$ cat src/sv/ipid_pkg.sv
// ----------------------------------------------------------------------------
// ipid_pkg
// Types, constants and helper functions of the incremental PID controller.
// ----------------------------------------------------------------------------
`timescale 1ns / 1ps
`default_nettype none

package ipid_pkg;

	localparam int CFG_IDX_W = 3;
	localparam int CFG_DAT_W = 16;

	// Multiplier operand and product widths, and the accumulator width.
	localparam int MA_W  = 34;
	localparam int MB_W  = 17;
	localparam int MP_W  = MA_W + MB_W;
	localparam int ACC_W = MP_W + 1;

	typedef enum logic [CFG_IDX_W-1:0] {
		REG_PROP_GAIN      = 3'd0,
		REG_INT_GAIN       = 3'd1,
		REG_DERIV_POLE     = 3'd2,
		REG_DERIV_GAIN     = 3'd3,
		REG_WINDUP_GAIN    = 3'd4,
		REG_INV_PLANT_GAIN = 3'd5,
		REG_MAX_DRIVE      = 3'd6
	} reg_idx_t;

	localparam logic [15:0] RST_PROP_GAIN      = 16'd4096;
	localparam logic [15:0] RST_INT_GAIN       = 16'd0;
	localparam logic [11:0] RST_DERIV_POLE     = 12'd0;
	localparam logic [15:0] RST_DERIV_GAIN     = 16'd0;
	localparam logic [15:0] RST_WINDUP_GAIN    = 16'd0;
	localparam logic [15:0] RST_INV_PLANT_GAIN = 16'd4096;
	localparam logic [15:0] RST_MAX_DRIVE      = 16'd4095;

	localparam logic [1:0] SAT_NONE = 2'd0;
	localparam logic [1:0] SAT_HIGH = 2'd1;
	localparam logic [1:0] SAT_LOW  = 2'd2;

	typedef struct packed {
		logic [15:0] prop_gain;
		logic [15:0] int_gain;
		logic [11:0] deriv_pole;
		logic [15:0] deriv_gain;
		logic [15:0] windup_gain;
		logic [15:0] inv_plant_gain;
		logic [15:0] max_drive;
	} cfg_regs_t;

	typedef enum logic [3:0] {
		ST_IDLE,
		ST_MP,
		ST_MDP,
		ST_MDG,
		ST_DSUB,
		ST_SUM1,
		ST_SUM2,
		ST_SUM3,
		ST_USAT,
		ST_DIFF,
		ST_MV,
		ST_VSAT,
		ST_CLAMP,
		ST_MW,
		ST_ADDW,
		ST_PEND
	} state_t;

	function automatic logic signed [31:0] sat32(input logic signed [ACC_W-1:0] x);
		logic all_zero;
		logic all_one;
		logic signed [31:0] res;
		all_zero = ~|x[ACC_W-1:31];
		all_one  = &x[ACC_W-1:31];
		if (all_zero || all_one) begin
			res = $signed(x[31:0]);
		end else if (x[ACC_W-1]) begin
			res = 32'sh8000_0000;
		end else begin
			res = 32'sh7fff_ffff;
		end
		return res;
	endfunction

endpackage

`default_nettype wire

$ cat src/sv/ipid_ifs.sv
// ----------------------------------------------------------------------------
// Channel interfaces
// Sample, result and register write channels with valid/ready handshakes.
// ----------------------------------------------------------------------------
`timescale 1ns / 1ps
`default_nettype none

interface ipid_smp_if;
	logic               valid;
	logic               ready;
	logic        [15:0] setpoint;
	logic        [15:0] measurement;
	logic signed [15:0] disturbance;

	modport source (output valid, setpoint, measurement, disturbance, input ready);
	modport sink (input valid, setpoint, measurement, disturbance, output ready);
endinterface

interface ipid_res_if;
	logic        valid;
	logic        ready;
	logic [15:0] drive;
	logic [1:0]  sat_code;

	modport source (output valid, drive, sat_code, input ready);
	modport sink (input valid, drive, sat_code, output ready);
endinterface

interface ipid_cfg_if;
	logic        valid;
	logic        ready;
	logic [2:0]  index;
	logic [15:0] data;

	modport source (output valid, index, data, input ready);
	modport sink (input valid, index, data, output ready);
endinterface

`default_nettype wire

$ cat src/sv/ipid_cfg.sv
// ----------------------------------------------------------------------------
// ipid_cfg
// Controller register bank, written through the register write channel.
// ----------------------------------------------------------------------------
`timescale 1ns / 1ps
`default_nettype none

module ipid_cfg
	import ipid_pkg::*;
(
	input  logic             clk,
	input  logic             arst_n,
	ipid_cfg_if.sink         cfg,
	output cfg_regs_t        regs
);

	cfg_regs_t regs_q;

	assign cfg.ready = 1'b1;
	assign regs      = regs_q;

	always_ff @(posedge clk or negedge arst_n) begin
		if (!arst_n) begin
			regs_q.prop_gain      <= RST_PROP_GAIN;
			regs_q.int_gain       <= RST_INT_GAIN;
			regs_q.deriv_pole     <= RST_DERIV_POLE;
			regs_q.deriv_gain     <= RST_DERIV_GAIN;
			regs_q.windup_gain    <= RST_WINDUP_GAIN;
			regs_q.inv_plant_gain <= RST_INV_PLANT_GAIN;
			regs_q.max_drive      <= RST_MAX_DRIVE;
		end else if (cfg.valid) begin
			case (reg_idx_t'(cfg.index))
				REG_PROP_GAIN:      regs_q.prop_gain      <= cfg.data;
				REG_INT_GAIN:       regs_q.int_gain       <= cfg.data;
				REG_DERIV_POLE:     regs_q.deriv_pole     <= cfg.data[11:0];
				REG_DERIV_GAIN:     regs_q.deriv_gain     <= cfg.data;
				REG_WINDUP_GAIN:    regs_q.windup_gain    <= cfg.data;
				REG_INV_PLANT_GAIN: regs_q.inv_plant_gain <= cfg.data;
				REG_MAX_DRIVE:      regs_q.max_drive      <= cfg.data;
				default: begin
				end
			endcase
		end
	end

endmodule

`default_nettype wire

$ cat src/sv/ipid_mul.sv
// ----------------------------------------------------------------------------
// ipid_mul
// Shared signed multiplier with a registered product.
// ----------------------------------------------------------------------------
`timescale 1ns / 1ps
`default_nettype none

module ipid_mul
	import ipid_pkg::*;
(
	input  logic                   clk,
	input  logic signed [MA_W-1:0] a,
	input  logic signed [MB_W-1:0] b,
	output logic signed [MP_W-1:0] prod
);

	always_ff @(posedge clk) begin
		prod <= MP_W'(a) * MP_W'(b);
	end

endmodule

`default_nettype wire

$ cat src/sv/incremental_pid_antiwindup.sv
// ----------------------------------------------------------------------------
// incremental_pid_antiwindup: incremental PID with filtered derivative
// A sample word is taken only while the step sequencer is idle, and the
// sequencer then runs all its steps on the single shared multiplier,
// stalling in the clamp step while a result word waits to be taken.
// Reset clears the sequencer, the result valid flag and all controller history.
// ----------------------------------------------------------------------------
`timescale 1ns / 1ps
`default_nettype none

module incremental_pid_antiwindup
	import ipid_pkg::*;
#(
	parameter int FRAC_BITS = 12
) (
	input  logic        clk,
	input  logic        arst_n,
	ipid_smp_if.sink    sample,
	ipid_res_if.source  result,
	ipid_cfg_if.sink    cfg
);

	cfg_regs_t regs;

	state_t state_q;
	state_t state_d;

	logic signed [MA_W-1:0]  mul_a;
	logic signed [MB_W-1:0]  mul_b;
	logic signed [MP_W-1:0]  prod;
	logic signed [ACC_W-1:0] prod_x;
	logic signed [ACC_W-1:0] prod_sh;
	logic signed [ACC_W-1:0] acc_q;
	logic signed [ACC_W-1:0] top_x;
	logic signed [ACC_W-1:0] v_x;

	logic signed [16:0] err_in;
	logic signed [16:0] dmeas_in;
	logic signed [16:0] err_q;
	logic signed [16:0] dmeas_q;
	logic signed [15:0] dist_q;
	logic        [15:0] prev_meas_q;

	logic signed [31:0] p_q;
	logic signed [31:0] d_q;
	logic signed [31:0] u_q;
	logic signed [31:0] v_q;
	logic signed [31:0] windup_q;
	logic signed [31:0] prop_prev_q;
	logic signed [31:0] deriv_q;
	logic signed [31:0] pend_q;
	logic signed [31:0] ctrl_q;

	logic        res_valid_q;
	logic [15:0] drive_q;
	logic [1:0]  code_q;

	logic               smp_ready;
	logic               fire_clamp;
	logic               clamp_hi;
	logic               clamp_lo;
	logic        [15:0] drive_nxt;
	logic        [1:0]  code_nxt;
	logic signed [31:0] windup_nxt;

	ipid_cfg u_cfg (
		.clk    (clk),
		.arst_n (arst_n),
		.cfg    (cfg),
		.regs   (regs)
	);

	ipid_mul u_mul (
		.clk  (clk),
		.a    (mul_a),
		.b    (mul_b),
		.prod (prod)
	);

	assign err_in   = $signed({1'b0, sample.setpoint}) - $signed({1'b0, sample.measurement});
	assign dmeas_in = $signed({1'b0, sample.measurement}) - $signed({1'b0, prev_meas_q});

	assign prod_x  = ACC_W'(prod);
	assign prod_sh = prod_x >>> FRAC_BITS;
	assign top_x   = ACC_W'($signed({1'b0, regs.max_drive})) <<< FRAC_BITS;
	assign v_x     = ACC_W'(v_q);

	assign clamp_hi = v_x > top_x;
	assign clamp_lo = v_q[31];

	always_comb begin
		if (clamp_hi) begin
			drive_nxt  = regs.max_drive;
			code_nxt   = SAT_HIGH;
			windup_nxt = sat32(top_x - v_x);
		end else if (clamp_lo) begin
			drive_nxt  = '0;
			code_nxt   = SAT_LOW;
			windup_nxt = sat32(-v_x);
		end else begin
			drive_nxt  = v_q[FRAC_BITS +: 16];
			code_nxt   = SAT_NONE;
			windup_nxt = '0;
		end
	end

	always_comb begin
		state_d = state_q;
		case (state_q)
			ST_IDLE:  if (sample.valid) begin
				state_d = ST_MP;
			end
			ST_MP:    state_d = ST_MDP;
			ST_MDP:   state_d = ST_MDG;
			ST_MDG:   state_d = ST_DSUB;
			ST_DSUB:  state_d = ST_SUM1;
			ST_SUM1:  state_d = ST_SUM2;
			ST_SUM2:  state_d = ST_SUM3;
			ST_SUM3:  state_d = ST_USAT;
			ST_USAT:  state_d = ST_DIFF;
			ST_DIFF:  state_d = ST_MV;
			ST_MV:    state_d = ST_VSAT;
			ST_VSAT:  state_d = ST_CLAMP;
			ST_CLAMP: if (!res_valid_q || result.ready) begin
				state_d = ST_MW;
			end
			ST_MW:    state_d = ST_ADDW;
			ST_ADDW:  state_d = ST_PEND;
			ST_PEND:  state_d = ST_IDLE;
			default:  state_d = ST_IDLE;
		endcase
	end

	always_comb begin
		smp_ready  = 1'b0;
		fire_clamp = 1'b0;
		mul_a      = '0;
		mul_b      = '0;
		case (state_q)
			ST_IDLE: begin
				smp_ready = 1'b1;
			end
			ST_MP: begin
				mul_a = MA_W'(err_q);
				mul_b = $signed({1'b0, regs.prop_gain});
			end
			ST_MDP: begin
				mul_a = MA_W'(deriv_q);
				mul_b = MB_W'($signed({1'b0, regs.deriv_pole}));
			end
			ST_MDG: begin
				mul_a = MA_W'(dmeas_q);
				mul_b = $signed({1'b0, regs.deriv_gain});
			end
			ST_MV: begin
				mul_a = $signed(acc_q[MA_W-1:0]);
				mul_b = $signed({1'b0, regs.inv_plant_gain});
			end
			ST_CLAMP: begin
				fire_clamp = !res_valid_q || result.ready;
				mul_a      = MA_W'(err_q);
				mul_b      = $signed({1'b0, regs.int_gain});
			end
			ST_MW: begin
				mul_a = MA_W'(windup_q);
				mul_b = $signed({1'b0, regs.windup_gain});
			end
			default: begin
			end
		endcase
	end

	always_ff @(posedge clk or negedge arst_n) begin
		if (!arst_n) begin
			state_q     <= ST_IDLE;
			res_valid_q <= 1'b0;
		end else begin
			state_q <= state_d;
			if (fire_clamp) begin
				res_valid_q <= 1'b1;
			end else if (result.ready) begin
				res_valid_q <= 1'b0;
			end
		end
	end

	always_ff @(posedge clk or negedge arst_n) begin
		if (!arst_n) begin
			prev_meas_q <= '0;
			prop_prev_q <= '0;
			deriv_q     <= '0;
			pend_q      <= '0;
			ctrl_q      <= '0;
		end else begin
			if (smp_ready && sample.valid) begin
				prev_meas_q <= sample.measurement;
			end
			if (state_q == ST_PEND) begin
				pend_q      <= sat32(acc_q);
				prop_prev_q <= p_q;
				deriv_q     <= d_q;
				ctrl_q      <= u_q;
			end
		end
	end

	always_ff @(posedge clk) begin
		case (state_q)
			ST_IDLE: if (sample.valid) begin
				err_q   <= err_in;
				dmeas_q <= dmeas_in;
				dist_q  <= sample.disturbance;
			end
			ST_MDP:  p_q <= sat32(prod_x);
			ST_MDG:  acc_q <= prod_sh;
			ST_DSUB: acc_q <= acc_q - prod_x;
			ST_SUM1: begin
				d_q   <= sat32(acc_q);
				acc_q <= ACC_W'(ctrl_q) + ACC_W'(pend_q) - ACC_W'(prop_prev_q);
			end
			ST_SUM2: acc_q <= acc_q + ACC_W'(p_q) - ACC_W'(deriv_q);
			ST_SUM3: acc_q <= acc_q + ACC_W'(d_q);
			ST_USAT: u_q <= sat32(acc_q);
			ST_DIFF: acc_q <= ACC_W'(u_q) - (ACC_W'(dist_q) <<< FRAC_BITS);
			ST_VSAT: v_q <= sat32(prod_sh);
			ST_CLAMP: if (fire_clamp) begin
				windup_q <= windup_nxt;
				drive_q  <= drive_nxt;
				code_q   <= code_nxt;
			end
			ST_MW:   acc_q <= prod_x;
			ST_ADDW: acc_q <= acc_q + prod_sh;
			default: begin
			end
		endcase
	end

	assign sample.ready    = smp_ready;
	assign result.valid    = res_valid_q;
	assign result.drive    = drive_q;
	assign result.sat_code = code_q;

endmodule

`default_nettype wire

$ cat src/flat_wrapper.sv
// flat-port wrapper written by rule: the top's interface ports become plain ports
module incremental_pid_antiwindup_flat import ipid_pkg::*;
#(
	parameter int FRAC_BITS = 12
)
  (clk, arst_n, sample_valid, sample_setpoint, sample_measurement, sample_disturbance, sample_ready, result_valid, result_drive, result_sat_code, result_ready, cfg_valid, cfg_index, cfg_data, cfg_ready);
  ipid_smp_if sample_i ();
  ipid_res_if result_i ();
  ipid_cfg_if cfg_i ();
  input  logic clk;
  input  logic arst_n;
  input wire logic [$bits(sample_i.valid)-1:0] sample_valid;
  input wire logic [$bits(sample_i.setpoint)-1:0] sample_setpoint;
  input wire logic [$bits(sample_i.measurement)-1:0] sample_measurement;
  input wire logic [$bits(sample_i.disturbance)-1:0] sample_disturbance;
  output wire logic [$bits(sample_i.ready)-1:0] sample_ready;
  output wire logic [$bits(result_i.valid)-1:0] result_valid;
  output wire logic [$bits(result_i.drive)-1:0] result_drive;
  output wire logic [$bits(result_i.sat_code)-1:0] result_sat_code;
  input wire logic [$bits(result_i.ready)-1:0] result_ready;
  input wire logic [$bits(cfg_i.valid)-1:0] cfg_valid;
  input wire logic [$bits(cfg_i.index)-1:0] cfg_index;
  input wire logic [$bits(cfg_i.data)-1:0] cfg_data;
  output wire logic [$bits(cfg_i.ready)-1:0] cfg_ready;
  assign sample_i.valid = sample_valid;
  assign sample_i.setpoint = sample_setpoint;
  assign sample_i.measurement = sample_measurement;
  assign sample_i.disturbance = sample_disturbance;
  assign sample_ready = sample_i.ready;
  assign result_valid = result_i.valid;
  assign result_drive = result_i.drive;
  assign result_sat_code = result_i.sat_code;
  assign result_i.ready = result_ready;
  assign cfg_i.valid = cfg_valid;
  assign cfg_i.index = cfg_index;
  assign cfg_i.data = cfg_data;
  assign cfg_ready = cfg_i.ready;
  incremental_pid_antiwindup #(.FRAC_BITS(FRAC_BITS)) u_core (.clk(clk), .arst_n(arst_n), .sample(sample_i), .result(result_i), .cfg(cfg_i));
endmodule
$ cat config.mk
export PLATFORM = sky130hd
export DESIGN_NAME = incremental_pid_antiwindup_flat
export DESIGN_NICKNAME = d
export VERILOG_FILES = /design/src/sv/ipid_pkg.sv /design/src/sv/ipid_ifs.sv /design/src/sv/ipid_cfg.sv /design/src/sv/ipid_mul.sv /design/src/sv/incremental_pid_antiwindup.sv /design/src/flat_wrapper.sv
export SDC_FILE = /design/constraint.sdc
export NUM_CORES = 2
export LEC_CHECK = 0
export BUFFER_PORTS_ARGS = -buffer_cell sky130_fd_sc_hd__buf_2
export CAP_MARGIN = 20
export CORE_UTILIZATION = 50
export CTS_CLUSTER_SIZE = 30
export DETAILED_ROUTE_END_ITERATION = 10
export HOLD_SLACK_MARGIN = 0.03
export PLACE_DENSITY_LB_ADDON = 0.3
export SLEW_MARGIN = 30
export SYNTH_ARGS = -nofsm -noshare
export SYNTH_HDL_FRONTEND = slang
export SYNTH_SLANG_ARGS = --single-unit
export TNS_END_PERCENT = 5
$ cat constraint.sdc
create_clock -name clk -period 14.7 [get_ports clk]
set_clock_uncertainty 0.05 [all_clocks]
set_input_delay 1.47 -clock clk [delete_from_list [all_inputs] [get_ports clk]]
set_output_delay 1.47 -clock clk [all_outputs]
set_load 0.005 [all_outputs]
# ---- Yosys cells after proc, flatten, opt, wreduce, memory -nomap -nowiden
# Index checks and enable logic that the tools add are counted.
# Widths: inputs -> output; s select.
dict set report classes {
  n_addsub 12
  mul 1
  n_lt_le_gt_ge 1
  n_eq_ne 23
  muxes 24
  reduce_logical 38
}
# cell count
set op_table {}
lappend op_table {{$pmux 52 s8} 1}
lappend op_table {{$mux 32} 11}
lappend op_table {{$pmux 34 s5} 1}
lappend op_table {{$add 52x32->52} 2}
lappend op_table {{$pmux 16 s6} 1}
lappend op_table {{$pmux 4 s16} 1}
lappend op_table {{$reduce_and 21->1} 3}
lappend op_table {{$reduce_or 21->1} 3}
lappend op_table {{$add 52x39->52} 1}
lappend op_table {{$neg 32->52} 1}
lappend op_table {{$sub 52x32->52} 1}
lappend op_table {{$sub 52x51->52} 1}
lappend op_table {{$mul 34x17->51} 1}
lappend op_table {{$sub 16x16->17} 2}
lappend op_table {{$sub 33x32->34} 1}
lappend op_table {{$add 32x32->33} 1}
lappend op_table {{$sub 29x32->33} 1}
lappend op_table {{$sub 32x28->33} 1}
lappend op_table {{$eq 4x4->1 const B} 8}
lappend op_table {{$gt 32x29->1} 1}
lappend op_table {{$mux 16} 2}
lappend op_table {{$reduce_and 2->1} 10}
lappend op_table {{$reduce_and 20->1} 1}
lappend op_table {{$reduce_or 20->1} 1}
lappend op_table {{21 further kinds} 42}
dict set report word_totals {
  regBits 588
  in_bits 72
  output_inout_bits 21
  elab_cells 125
}

# ---- Depth between registers and ports, before layout
dict set report logic_depth {
  ltp_word 7
  depth_mapped 34
  mapped_depth_nobuf 30
}

# ---- Cells and area by module
# A second synthesis with hierarchy kept.
dict set report hier_totals {
  cells_unflattened 6371
  area_unflattened_um2 59133.0
}
# mod instances cells_per_inst area_per_inst_um2 seq_area_each_um2
set modules_own_cells {}
lappend modules_own_cells {incremental_pid_antiwindup 1 3878 34194.0 12136.6}
lappend modules_own_cells {ipid_mul 1 2255 20741.1 1021.0}
lappend modules_own_cells {ipid_cfg 1 238 4197.8 2720.1}

# ---- Least setup slack after synthesis
# Ideal clock, no wire load.
dict set report synth_path {
  path_kind {reg2reg}
  startpoint {register u_core.state_q[0]}
  endpoint {register u_core.u_mul.prod[48]}
  setup_time_ps 72
  t_arrival_ps 8789
  required_ps 14578
  setup_slack_ps 5789
  path_stages_with_launch 32
  path_buffers 5
  synth_period_minus_slack_ps 8911
  path_cell_list {dfrtp_1 -> nand2b_1 -> clkbuf_1 -> nor3_1 -> clkbuf_1 -> clkbuf_1 -> a22oi_1 -> nand3_1 -> clkbuf_1 -> nand2_1 -> fa_1 -> inv_1 -> fa_1 -> fa_1 -> fa_1 -> fa_1 -> inv_1 -> fa_1 -> inv_1 -> ha_1 -> clkbuf_1 -> a21o_1 -> a21o_1 -> a221oi_1 -> o21ai_1 -> a21o_1 -> a21oi_1 -> o31ai_1 -> a21o_1 -> a31o_2 -> a21oi_1 -> xnor2_1}
}
dict set report synth_via {
  elab_chain_cells 4
  word_cells_on_any_way 10
  classes_between {1 x mul; 6 x eq/ne; 2 x mux; 1 x reduce/logical}
}
# element line
set synth_rtl {}
lappend synth_rtl {{start: declaration} incremental_pid_antiwindup.sv:25} ;# state_t state_q;
lappend synth_rtl {{start signal: assignment} incremental_pid_antiwindup.sv:178} ;# state_q <= state_d;
lappend synth_rtl {{$eq 4x1->1 or $eq 4x4->1 (tied branches)} incremental_pid_antiwindup.sv:139} ;# case (state_q)
lappend synth_rtl {{$reduce_or 2->1 (no line)} n/a}
lappend synth_rtl {{$pmux 34 s5} incremental_pid_antiwindup.sv:139}
lappend synth_rtl {{$mul 34x17->51 *} ipid_mul.sv:18} ;# prod <= MP_W'(a) * MP_W'(b);
lappend synth_rtl {{end signal: assignment} ipid_mul.sv:18}
lappend synth_rtl {{end: declaration} ipid_mul.sv:14} ;# output logic signed [MP_W-1:0] prod
# Mark *: on every way between the ends. The rest lies on a longest branch, timed or not.
# A chain may end at the register's enable or synchronous reset.

# ---- Final worst setup path
dict set report layout_path {
  startpoint {register u_core.state_q[3]}
  endpoint {register u_core.u_mul.prod[48]}
}
# The elaborated chain is that of the path after synthesis.

==> impl_metrics.ini <==
[critical_path]
critPathMostFrequentCell = fa_1
cp_slowest_cell = buf_4
r2r-start = u_core.state_q[3]$_DFFE_PN0P_
startpoint = u_core.state_q[3]$_DFFE_PN0P_
start_kind = flip-flop
crit_required_ps = 15220
crit_arrival_ps = 10510
timing.rr.end = u_core.u_mul.prod[48]$_DFF_P_
worstPathMaxFanout = 51
r2r_cells = 28
r2r_slack_ps = 4710
crit_type = reg2reg
slowest_delay_ps = 800
crit_path_end_kind = flip-flop

[floorplanning]
die_width_um = 341
coreArea_sq_um = 113000
fp-row-count = 123
die_area_sq_um = 116000
io_pins = 93
start_util_pct = 50.7
die_h_um = 341

[yosys]
yosys.area.top_type_share_pct = 21.1
async_flop_share_pct = 43.7
synth_cell_types = 90
ys_top_cells_by_area = fa_1 21%, edfxtp_1 15%, dfrtp_1 11%
ys_seq_area_share_pct = 27.7
postSynthAreaPerCell_sq_um = 9.17
syn_inst = 6249
synth_nets = 7254
yosys.area.top_type = fa_1
netlist_area_sq_um = 57300
ys.flop_type = edfxtp_1
synth_edf_count = 280
ys_ff_latch = 588
yosysWarnings = 0

[routing]
first_iter_violations = 3965
vias = 45675
wire_per_inst_um = 23.2
firstDrtPassIters = 6
routed_wl_um = 180000
final_antenna_net_count = 0
drc = 0
viasPerCell = 5.90

[status]
status = finished, final reports clean

[timing]
hold_viol = 0
fmax_mhz = 100
rsz0062_at_grt = no
finalCriticalPeriod_ps = 9990
setup_viol = 0
tns_ps = 0
finalCritPeriodShare_pct = 67.9
slew_viol_final = 0
tightest_slew_ps = 1010
slew_headroom_pct = 32.3

[final_layout]
n_antenna_cell = 0
layout-drive-gt1-share_pct = 8.58
area_growth_pct = 7.80
nets = 7191

[cts]
cts_resized = 0
clock_sinks = 588
cts_buffer_depth = 3
post-cts-setup-buffers = 0
clock_latency_ps = 670
htreeDepth = 3
cts_tree = done
clockRootBuffer = clkbuf_16
clk_pin_slew_ps = 60
cts_inserted_buffers = 70
hold_buffers = 0

[hold_path]
whs_path_depth = 2
worstHoldPathType = reg2reg
min_to = u_core.pend_q[3]$_DFFE_PN0N_
hp-start = u_core.pend_q[3]$_DFFE_PN0N_

[placement]
dp_hpwl_um = 138000
gp_congestion = 0.999
io_buffers = 91

[grt]
grt_pass1_vias = 46856
grtUsageTotal_pct = 31.1
grt_max_degree = 192
grt_overflow = 0
grt_pass1_wl_um = 276000
antenna_found_initial = 3

[flow_run]
maxCapViolations = 0
-- metal layers --
layer | vias to the layer above | wire length [um] | global-route usage [%]
li1 | 20568 | - | -
met1 | 22573 | 73300 | 40.8
met2 | 2028 | 82700 | 50.0
met3 | 502 | 12800 | 4.59
met4 | 4 | 10900 | 16.6
met5 | - | 22 | 0
-- through the flow --
stage | instances | util [%] | setup WS [ps] | hold slack [ps] | instance area, sq um
4_1_cts | 7743 | 54.6 | 4830 | 428 | 61700
3_3_place_gp | 7611 | 52.4 | 4980 | 411 | 59300
2_1_floorplan | 6249 | - | 5790 | 399 | 57300
6_report | 7744 | 54.6 | 4710 | 424 | 61800
5_1_grt | 7744 | 54.6 | 4140 | 448 | 61800
3_5_place_dp | 7613 | 52.4 | 4890 | 416 | 59300
-- worst max-delay path by stage --
stage	endpoint	slack, ps	cells past startpoint
2_1_floorplan	u_core.u_mul.prod[48]$_DFF_P_	5790	31
3_3_place_gp	u_core.u_mul.prod[50]$_DFF_P_	4980	29
3_5_place_dp	u_core.u_mul.prod[48]$_DFF_P_	4890	28
4_1_cts	u_core.u_mul.prod[48]$_DFF_P_	4830	28
5_1_grt	u_core.u_mul.prod[50]$_DFF_P_	4140	27
6_report	u_core.u_mul.prod[48]$_DFF_P_	4710	28
-- state kept, by name, indices dropped and copies added (netlist names) --
signal and cells:
u_core.ctrl_q 32, u_core.p_q 32, u_core.u_q 32, u_core.dmeas_q 17
u_core.u_cfg.regs 108, u_core.dist_q 16, u_core.result.sat_code 2, u_core.prop_prev_q 32
u_core.result.drive 16, u_core.acc_q 52, u_core.result.valid 1, u_core.err_q 17
u_core.v_q 32, u_core.deriv_q 32, u_core.prev_meas_q 16, u_core.pend_q 32
u_core.d_q 32, u_core.windup_q 32, u_core.state_q 4, u_core.u_mul.prod 51
-- cells in the mapped netlist (13+ instances only) --
cell / n
a211oi_1: 31
a21o_1: 106
a21oi_1: 340
a221oi_1: 51
a22oi_1: 107
a31oi_1: 37
and2_1: 27
and3_1: 38
and4_1: 22
clkbuf_1: 278
dfrtp_1: 243
dfstp_2: 14
dfxtp_1: 51
edfxtp_1: 280
fa_1: 604
ha_1: 329
inv_1: 1071
mux2_2: 174
nand2_1: 683
nand2b_1: 56
nand3_1: 82
nand3b_1: 21
nand4_1: 54
nor2_1: 462
nor2b_1: 29
nor3_1: 71
nor4_1: 23
o211ai_1: 21
o21a_1: 63
o21ai_0: 217
o21ai_1: 49
o21bai_1: 36
o221ai_1: 14
o31ai_1: 46
or3_1: 13
xnor2_1: 179
xor2_1: 116
-- worst max-delay path: cells and delay by family (launching register included) --
| family | cells | cell delay (ps) |
|---|---|---|
| compound gates | 11 | 2680 |
| flops | 1 | 700 |
| fa+ha+maj | 7 | 3470 |
| xor+xnor | 1 | 140 |
| simple gates | 4 | 1310 |
| buf+inv | 5 | 1470 |
-- placed cells by master (no fill, tap or decap), drive strengths merged, types with 51 or more instances in the layout --
master  instances
mux2          175
xnor2         179
a221oi         51
nor3           74
dfxtp          51
nand2         683
nand4          54
clkbuf        102
o21ai         266
a22oi         107
dfrtp         243
inv          1074
o21a           63
nand2b         56
a21oi         341
buf           163
ha            329
nor2          462
nand3          82
xor2          116
a21o          107
edfxtp        280
fa            604
-- area by class of cell --
cell class,count,area (sq um)
Sequential cell,588,15900
Clock inverter,28,339
Clock buffer,102,2090
Fill cell,10332,51300
Inverter,1072,4020
Tap cell,1500,1880
Multi-Input combinational cell,4291,36500
Timing Repair Buffer,163,1050
-- kinds of logic after synthesis --
group | after synthesis | synth area share [%]
and+or+nand+nor | 1628 | 12.8
buffers and inverters | 1370 | 9.00
AOI/OAI and AO/OA | 1250 | 14.1
adders and majority gates | 933 | 28.3
DFF | 588 | 27.7
xor gates and xnor gates | 295 | 4.51
muxes | 184 | 3.60
other | 1 | 0.00654
Power is not shown: default switching activity piles up to over one toggle a cycle in this logic, so the estimate is an artifact.
